<file path="config.mk">
export PLATFORM = sky130hd
export DESIGN_NAME = otsu_scan
export DESIGN_NICKNAME = d
export VERILOG_FILES = /design/src/otsu_threshold_finder_defines.svh /design/src/otsu_pkg.sv /design/src/otsu_mul.sv /design/src/otsu_scan.sv
export SDC_FILE = /design/constraint.sdc
export NUM_CORES = 2
export LEC_CHECK = 0
export CAP_MARGIN = 20
export CORE_ASPECT_RATIO = 0.9
export CORE_MARGIN = 2
export CORE_UTILIZATION = 50
export CTS_BUF_LIST = sky130_fd_sc_hd__clkbuf_16
export DETAILED_ROUTE_END_ITERATION = 7
export DONT_BUFFER_PORTS = 1
export RECOVER_POWER = 100
export SYNTH_ARGS = -nofsm -noshare
export SYNTH_HDL_FRONTEND = slang
export SYNTH_SLANG_ARGS = --single-unit
</file>
<file path="constraint.sdc">
create_clock -name i_clk -period 37.2 [get_ports i_clk]
set_input_delay 5.58 -clock i_clk [delete_from_list [all_inputs] [get_ports i_clk]]
set_output_delay 5.58 -clock i_clk [all_outputs]
set_load 0.02 [all_outputs]
</file>
<file path="src/otsu_threshold_finder_defines.svh">
// Assertion macros for the Otsu threshold finder.
// Each macro takes a label, the clock, the active-low reset, an antecedent and a consequent.
`ifndef OTSU_THRESHOLD_FINDER_DEFINES_SVH
`define OTSU_THRESHOLD_FINDER_DEFINES_SVH

`ifndef SYNTHESIS

// Same-cycle implication
`define OTSU_ASSERT_IMP(label, clk, rst_n, ante, cons) \
    label: assert property (@(posedge clk) disable iff (!rst_n) (ante) |-> (cons)) \
        else $error("otsu: same-cycle check failed");

// Next-cycle implication
`define OTSU_ASSERT_NEXT(label, clk, rst_n, ante, cons) \
    label: assert property (@(posedge clk) disable iff (!rst_n) (ante) |=> (cons)) \
        else $error("otsu: next-cycle check failed");

`else

`define OTSU_ASSERT_IMP(label, clk, rst_n, ante, cons)
`define OTSU_ASSERT_NEXT(label, clk, rst_n, ante, cons)

`endif

`endif

</file>
<file path="src/otsu_pkg.sv">
package otsu_pkg;

    // Sizing
    localparam int unsigned MAX_SAMPLES = 1048576;
    localparam int unsigned NUM_BINS    = 256;
    localparam int unsigned BIN_W       = $clog2(NUM_BINS);
    localparam int unsigned CNT_W       = $clog2(MAX_SAMPLES + 1);
    localparam int unsigned SUM_W       = CNT_W + BIN_W;
    localparam int unsigned A_W         = CNT_W + SUM_W;   // total*sB, nB*sum
    localparam int unsigned D_W         = A_W;             // |a - b|
    localparam int unsigned D2_W        = 2 * D_W;         // d squared
    localparam int unsigned P_W         = 2 * CNT_W;       // nB*nF
    localparam int unsigned MC_W        = D2_W;            // multiplicand width
    localparam int unsigned MQ_W        = D_W;             // multiplier width
    localparam int unsigned PROD_W      = MC_W + MQ_W;

    localparam logic [CNT_W-1:0] MAX_CNT = CNT_W'(MAX_SAMPLES);
    localparam logic [BIN_W-1:0] TOP_BIN = BIN_W'(NUM_BINS - 1);

    // Pixel channels
    localparam int unsigned PIX_W = 8;
    localparam int unsigned CHAN_W = 2;
    localparam logic [CHAN_W-1:0] CHAN_SEL_0 = 2'd0;
    localparam logic [CHAN_W-1:0] CHAN_SEL_1 = 2'd1;

    // Register port
    localparam int unsigned PADDR_W     = 3;
    localparam int unsigned PDATA_W     = 32;
    localparam int unsigned REG_IDX_BIT = 2;
    localparam logic        REG_CHAN_SEL = 1'b0;

    typedef enum logic [2:0] {
        TS_CLEAR,
        TS_IDLE,
        TS_UPD,
        TS_SCAN,
        TS_EMIT
    } t_top_state;

    typedef enum logic [3:0] {
        SC_IDLE,
        SC_READ,
        SC_ACC,
        SC_MUL_A,
        SC_MUL_B,
        SC_MUL_P,
        SC_MUL_D2,
        SC_MUL_L,
        SC_MUL_R,
        SC_NEXT,
        SC_DONE
    } t_scan_state;

    // Scan side histogram request: read a bin and zero it in the same cycle
    typedef struct packed {
        logic             rd;
        logic [BIN_W-1:0] addr;
    } t_scan_mem;

    typedef struct packed {
        logic             done;
        logic [BIN_W-1:0] thr;
        logic [BIN_W-1:0] last_bin;
    } t_scan_stat;

    typedef struct packed {
        logic busy;
        logic done;
    } t_mul_stat;

endpackage

</file>
<file path="src/otsu_mul.sv">
module otsu_mul
    import otsu_pkg::*;
(
    input  logic              i_clk,
    input  logic              i_rst_n,
    input  logic              i_start,
    input  logic [MC_W-1:0]   i_mcand,
    input  logic [MQ_W-1:0]   i_mplier,
    output t_mul_stat         o_stat,
    output logic [PROD_W-1:0] o_prod
);

    logic              r_active;
    logic [PROD_W-1:0] r_m;
    logic [MQ_W-1:0]   r_q;
    logic [PROD_W-1:0] r_acc;
    logic              done;

    // Finished once every multiplier bit has been consumed
    assign done = r_active && (r_q == '0);

    always_ff @(posedge i_clk) begin
        if (!i_rst_n) begin
            r_active <= 1'b0;
        end else if (i_start) begin
            r_active <= 1'b1;
        end else if (done) begin
            r_active <= 1'b0;
        end
    end

    // Shift-add, one multiplier bit per cycle, LSB first
    always_ff @(posedge i_clk) begin
        if (i_start) begin
            r_m   <= PROD_W'(i_mcand);
            r_q   <= i_mplier;
            r_acc <= '0;
        end else if (r_active && (r_q != '0)) begin
            r_acc <= r_acc + (r_q[0] ? r_m : '0);
            r_m   <= r_m << 1;
            r_q   <= r_q >> 1;
        end
    end

    assign o_stat.busy = r_active;
    assign o_stat.done = done;
    assign o_prod      = r_acc;

endmodule

</file>
<file path="src/otsu_scan.sv">
module otsu_scan
    import otsu_pkg::*;
(
    input  logic             i_clk,
    input  logic             i_rst_n,
    input  logic             i_start,
    input  logic [CNT_W-1:0] i_total,
    input  logic [SUM_W-1:0] i_sum,
    input  logic [CNT_W-1:0] i_rd_data,
    output t_scan_mem        o_mem,
    output t_scan_stat       o_stat
);

    t_scan_state r_state, n_state;

    logic [BIN_W-1:0]  r_bin;
    logic [CNT_W-1:0]  r_nb;
    logic [SUM_W-1:0]  r_sb;
    logic [A_W-1:0]    r_a;
    logic [D_W-1:0]    r_d;
    logic [P_W-1:0]    r_p;
    logic [D2_W-1:0]   r_d2;
    logic [PROD_W-1:0] r_lhs;
    logic [D2_W-1:0]   r_best_d2;
    logic [P_W-1:0]    r_best_p;
    logic              r_have;
    logic [BIN_W-1:0]  r_thr;

    logic [CNT_W-1:0]  nb_new;
    logic [SUM_W-1:0]  sb_new;
    logic [A_W-1:0]    b_val;
    logic [D_W-1:0]    d_abs;

    logic              mul_start;
    logic [MC_W-1:0]   mul_mcand;
    logic [MQ_W-1:0]   mul_mplier;
    t_mul_stat         mul_stat;
    logic [PROD_W-1:0] mul_prod;

    otsu_mul u_mul (
        .i_clk    (i_clk),
        .i_rst_n  (i_rst_n),
        .i_start  (mul_start),
        .i_mcand  (mul_mcand),
        .i_mplier (mul_mplier),
        .o_stat   (mul_stat),
        .o_prod   (mul_prod)
    );

    // Running background count and value sum
    assign nb_new = r_nb + i_rd_data;
    assign sb_new = r_sb + (SUM_W'(r_bin) * SUM_W'(i_rd_data));

    // d = |total*sB - nB*sum|
    assign b_val = mul_prod[A_W-1:0];
    assign d_abs = (r_a >= b_val) ? (r_a - b_val) : (b_val - r_a);

    // Next state
    always_comb begin
        n_state = r_state;
        unique case (r_state)
            SC_IDLE: begin
                if (i_start) n_state = SC_READ;
            end
            SC_READ: n_state = SC_ACC;
            SC_ACC: begin
                if (nb_new == '0) begin
                    n_state = SC_NEXT;
                end else if (nb_new >= i_total) begin
                    n_state = SC_DONE;
                end else begin
                    n_state = SC_MUL_A;
                end
            end
            SC_MUL_A: begin
                if (mul_stat.done) n_state = SC_MUL_B;
            end
            SC_MUL_B: begin
                if (mul_stat.done) n_state = (d_abs == '0) ? SC_NEXT : SC_MUL_P;
            end
            SC_MUL_P: begin
                if (mul_stat.done) n_state = SC_MUL_D2;
            end
            SC_MUL_D2: begin
                if (mul_stat.done) n_state = r_have ? SC_MUL_L : SC_NEXT;
            end
            SC_MUL_L: begin
                if (mul_stat.done) n_state = SC_MUL_R;
            end
            SC_MUL_R: begin
                if (mul_stat.done) n_state = SC_NEXT;
            end
            SC_NEXT: n_state = (r_bin == TOP_BIN) ? SC_DONE : SC_READ;
            SC_DONE: n_state = SC_IDLE;
            default: n_state = SC_IDLE;
        endcase
    end

    // Outputs: operand select for the shared multiplier, histogram request, status
    always_comb begin
        mul_start  = 1'b0;
        mul_mcand  = '0;
        mul_mplier = '0;
        o_mem.rd   = 1'b0;
        o_mem.addr = r_bin;
        o_stat.done     = 1'b0;
        o_stat.thr      = r_thr;
        o_stat.last_bin = r_bin;
        unique case (r_state)
            SC_READ: o_mem.rd = 1'b1;
            SC_MUL_A: begin
                mul_start  = !mul_stat.busy;
                mul_mcand  = MC_W'(r_sb);
                mul_mplier = MQ_W'(i_total);
            end
            SC_MUL_B: begin
                mul_start  = !mul_stat.busy;
                mul_mcand  = MC_W'(i_sum);
                mul_mplier = MQ_W'(r_nb);
            end
            SC_MUL_P: begin
                mul_start  = !mul_stat.busy;
                mul_mcand  = MC_W'(i_total - r_nb);
                mul_mplier = MQ_W'(r_nb);
            end
            SC_MUL_D2: begin
                mul_start  = !mul_stat.busy;
                mul_mcand  = MC_W'(r_d);
                mul_mplier = MQ_W'(r_d);
            end
            SC_MUL_L: begin
                mul_start  = !mul_stat.busy;
                mul_mcand  = MC_W'(r_d2);
                mul_mplier = MQ_W'(r_best_p);
            end
            SC_MUL_R: begin
                mul_start  = !mul_stat.busy;
                mul_mcand  = MC_W'(r_best_d2);
                mul_mplier = MQ_W'(r_p);
            end
            SC_DONE: o_stat.done = 1'b1;
            default: ;
        endcase
    end

    always_ff @(posedge i_clk) begin
        if (!i_rst_n) begin
            r_state <= SC_IDLE;
        end else begin
            r_state <= n_state;
        end
    end

    // Candidate datapath
    always_ff @(posedge i_clk) begin
        unique case (r_state)
            SC_IDLE: begin
                if (i_start) begin
                    r_bin  <= '0;
                    r_nb   <= '0;
                    r_sb   <= '0;
                    r_have <= 1'b0;
                    r_thr  <= '0;
                end
            end
            SC_ACC: begin
                r_nb <= nb_new;
                r_sb <= sb_new;
            end
            SC_MUL_A: begin
                if (mul_stat.done) r_a <= mul_prod[A_W-1:0];
            end
            SC_MUL_B: begin
                if (mul_stat.done) r_d <= d_abs;
            end
            SC_MUL_P: begin
                if (mul_stat.done) r_p <= mul_prod[P_W-1:0];
            end
            SC_MUL_D2: begin
                if (mul_stat.done) begin
                    r_d2 <= mul_prod[D2_W-1:0];
                    // first candidate with nonzero variance
                    if (!r_have) begin
                        r_have    <= 1'b1;
                        r_best_d2 <= mul_prod[D2_W-1:0];
                        r_best_p  <= r_p;
                        r_thr     <= r_bin;
                    end
                end
            end
            SC_MUL_L: begin
                if (mul_stat.done) r_lhs <= mul_prod;
            end
            SC_MUL_R: begin
                // strictly larger variance wins; ties keep the earlier bin
                if (mul_stat.done && (r_lhs > mul_prod)) begin
                    r_best_d2 <= r_d2;
                    r_best_p  <= r_p;
                    r_thr     <= r_bin;
                end
            end
            SC_NEXT: begin
                if (r_bin != TOP_BIN) r_bin <= r_bin + 1'b1;
            end
            default: ;
        endcase
    end

endmodule

</file>
==> metrics.cfg <==
[run_status]
run_status=finished with violations
violated_checks=design-rule violations, max-capacitance violations, max-slew violations

[final_layout]
finalNonFillerCells=8239
finalInstanceArea_sq_mm=0.0681
layout-area-overhead-vs-synth_pct=7.43
final_layout_size_suffix_gt1_share_pct=3.76
design.final.nets=7182

[placement]
place.gp.congestion=0.921
dp_area_sq_mm=0.0646
number_of_input_and_output_port_buffers_inserted=0
place_hpwl_um=136000
placed_cells=8032

[global_routing]
grt_pass1_wl_um=289000
global_route.overflow_total=0
global_router_s_overall_resource_usage_pct=28.6
grt_pass1_vias=48300
grt_max_degree=151
grt_antenna_before_repair=6

[clock_network]
post_cts.resized_instances=0
worst_setup_hold_path_clk_slew_ns=0.06
post-cts-setup-buffers=0
postCtsHoldBufs=0
cts_root_buf=clkbuf_16
cts_inserted_buffers=106
cts-root-to-sink-buffers=3
cts-htree-levels=3
clock_latency_ns=0.75
cts_sinks=956
clock_tree_from_tritoncts=built

[route]
drc=3
wire_per_inst_um=22.7
drt_iter0_markers=4688
via_per_inst=6.07
routed-via-count=50000
drtAntennaViolNets=0
drt-pass1-iter-count=8
routed_wirelength_um=187000

[floorplan]
die_w_um=379
floorplan.die_area_sq_mm=0.130
die_y_um=342
core.rowCount=123
i_o_pins=100
initial_cell_density_of_the_core_pct=50.5
core_region_area_sq_mm=0.125

[worst_setup_path]
worst_r2r_startpoint=u_mul.r_q[0]$_DFFE_PP_
critical_path.top_delay_family=buffers and inverters
setup.worst_path.start_class=flop
critical_path_peak_fanout=78
rr_endpoint=u_mul.r_q[30]$_DFFE_PP_
cp_data_arrival_time_ns=17.40
crit_path_cell_trace=clkbuf_1, clkbuf_1, nor4_1, nand4_1, nor4_1, nor2b_4, clkbuf_1, nor2_1, clkinvlp_2, clkbuf_1, clkbuf_1
critPathSlowestCell=clkbuf_1
rr_worst_depth=11
critPathMostFrequentCell=clkbuf_1
critPathCaptureType=flop
rrSetupSlack_ns=20.09
critPathBufInv=6
slowest_delay_ns=3.08
worst-endpoint-required_ns=37.49
timing_worst_setup_path_type=flop to flop

[yosys]
ys_dominant_reg_cell=edfxtp_1
synth.ff_latch_count=956
synthDominantCellAreaShare_pct=35.6
post_synth_most_frequent_cells=edfxtp_1 (751), nand2_1 (741), inv_1 (542)
synth_edf_count=751
synthTopCellsByArea=edfxtp_1 (36%), ha_1 (10%), dfxtp_1 (6.5%), fa_1 (4.6%), nand2_1 (4.4%)
yosysTopAreaCell=edfxtp_1
synthMostInstantiatedCell=edfxtp_1
synthesis.nets=7372
mappedNetlistArea_sq_mm=0.0634
postSynth.asyncResetShare_pct=0
synthDistinctLibCells=95
synthesis.instances=6643
synth_area_per_cell_sq_um=9.54
synth_seq_area_share_pct=42.1
total_of_warnings_raised_by_yosys=0

[timing]
final.period_utilization_pct=46.0
timing.final.setup_violations=0
rsz_0062_raised_after_global_routing=false
final.hold.worst_slack_ns=0.446
period_minus_slack_ns=17.11
timing.slew.headroom_pct=-578
skew_ns=0.0392
slew_violations=2094
finalSetupTns_ns=0
final-hold-violation-count=0
fmaxAchievable_mhz=58.4
max_slew.worst_pin.slew_ns=10.17

[pwr]
vdd_ir_drop_max_mv=0.0920
power-per-cell-area_mw_per_mm2=91.4
p_leak_nw=26.7

[hold_path]
whs_path_depth=2
min_path_type=flop to flop
hold_path_end=u_mul.r_m[145]$_SDFFE_PP0P_
hold_start=u_mul.r_m[144]$_SDFFE_PP0P_

[flow_run]
max_capacitance_violation_total=35

-- placed cells by master, fill, tap and decap left out, drive strengths merged, types with 127 or more instances in the layout --
| master | n |
|---|---|
| dfxtp | 205 |
| nand3 | 196 |
| nand4 | 127 |
| and2 | 282 |
| inv | 564 |
| nand2 | 741 |
| a21oi | 496 |
| ha | 509 |
| nor2 | 337 |
| o21ai | 499 |
| clkbuf | 141 |
| xnor2 | 150 |
| fa | 146 |
| edfxtp | 751 |
| a21o | 192 |
-- power breakdown --
part / switching, W / total, W / internal, W
Sequential: 0.000199 / 0.00171 / 0.00151
Clock: 0.000464 / 0.00113 / 0.000664
Combinational: 0.00210 / 0.00338 / 0.00128
-- worst max-delay path by stage --
stage / startpoint / to / slack [ns] / depth (start not counted)
after global placement: i_rd_data[5] / r_sb[27]$_SDFFCE_PN0P_ / 25.95 / 23
after CTS: i_rd_data[5] / r_sb[27]$_SDFFCE_PN0P_ / 26.71 / 23
after global routing: u_mul.r_q[0]$_DFFE_PP_ / u_mul.r_q[33]$_DFFE_PP_ / 19.03 / 11
final: u_mul.r_q[0]$_DFFE_PP_ / u_mul.r_q[30]$_DFFE_PP_ / 20.09 / 11
after detailed placement: i_rd_data[5] / r_sb[27]$_SDFFCE_PN0P_ / 25.92 / 23
after floorplan: u_mul.r_q[12]$_DFFE_PP_ / r_best_d2[0]$_DFFE_PP_ / 24.09 / 6
-- tightest hold or removal path, delay by kind of cell (launching register included) --
kind | cells | cell delay [ns]
flops | 1 | 0.31
simple gates | 2 | 0.09
-- per-layer routing --
| layer | GRT usage (%) | routed length, um | vias up |
|---|---|---|---|
| li1 | - | - | 23600 |
| met1 | 42.5 | 88000 | 24600 |
| met2 | 42.3 | 79600 | 1538 |
| met3 | 5.93 | 14400 | 240 |
| met4 | 7.37 | 5060 | 2 |
| met5 | 0 | 13 | - |
-- through the flow --
stage | power [W] | util [%] | worst slack [ns]
2_1_floorplan | 0.00417 | - | 24.09
3_3_place_gp | 0.00501 | 51.5 | 25.95
3_5_place_dp | 0.00504 | 51.5 | 25.92
4_1_cts | 0.00620 | 54.5 | 26.71
5_1_grt | 0.00675 | 54.3 | 19.03
6_report | 0.00622 | 54.3 | 20.09
-- state kept, by name (all words and copies together) (netlist names), 50 cells and up --
name          count
r_lhs           150
r_d              50
u_mul.o_prod    150
u_mul.r_q        50
r_best_d2       100
r_a              50
u_mul.r_m       150
r_d2            100
-- cell type report --
class                   count  area [sq um]
diodes                      7          17.5
clock buffers             107          2680
clock inverters            93          1030
fillers                 11500         57300
inverters                 543          2040
multi-input cells        4790         33300
flip-flops and latches    956         26700
well taps                1687          2110
repair buffers             56           293
-- cells by family after synthesis --
group           Yosys count  synth area share [%]
xor+xnor                244                  3.37
mux                      19                 0.302
buf+inv                 897                  5.51
fa+ha+maj               655                  14.7
flops                   956                  42.1
simple gates           2043                  15.6
compound gates         1829                  18.5
(Power assumes the default switching activity.)
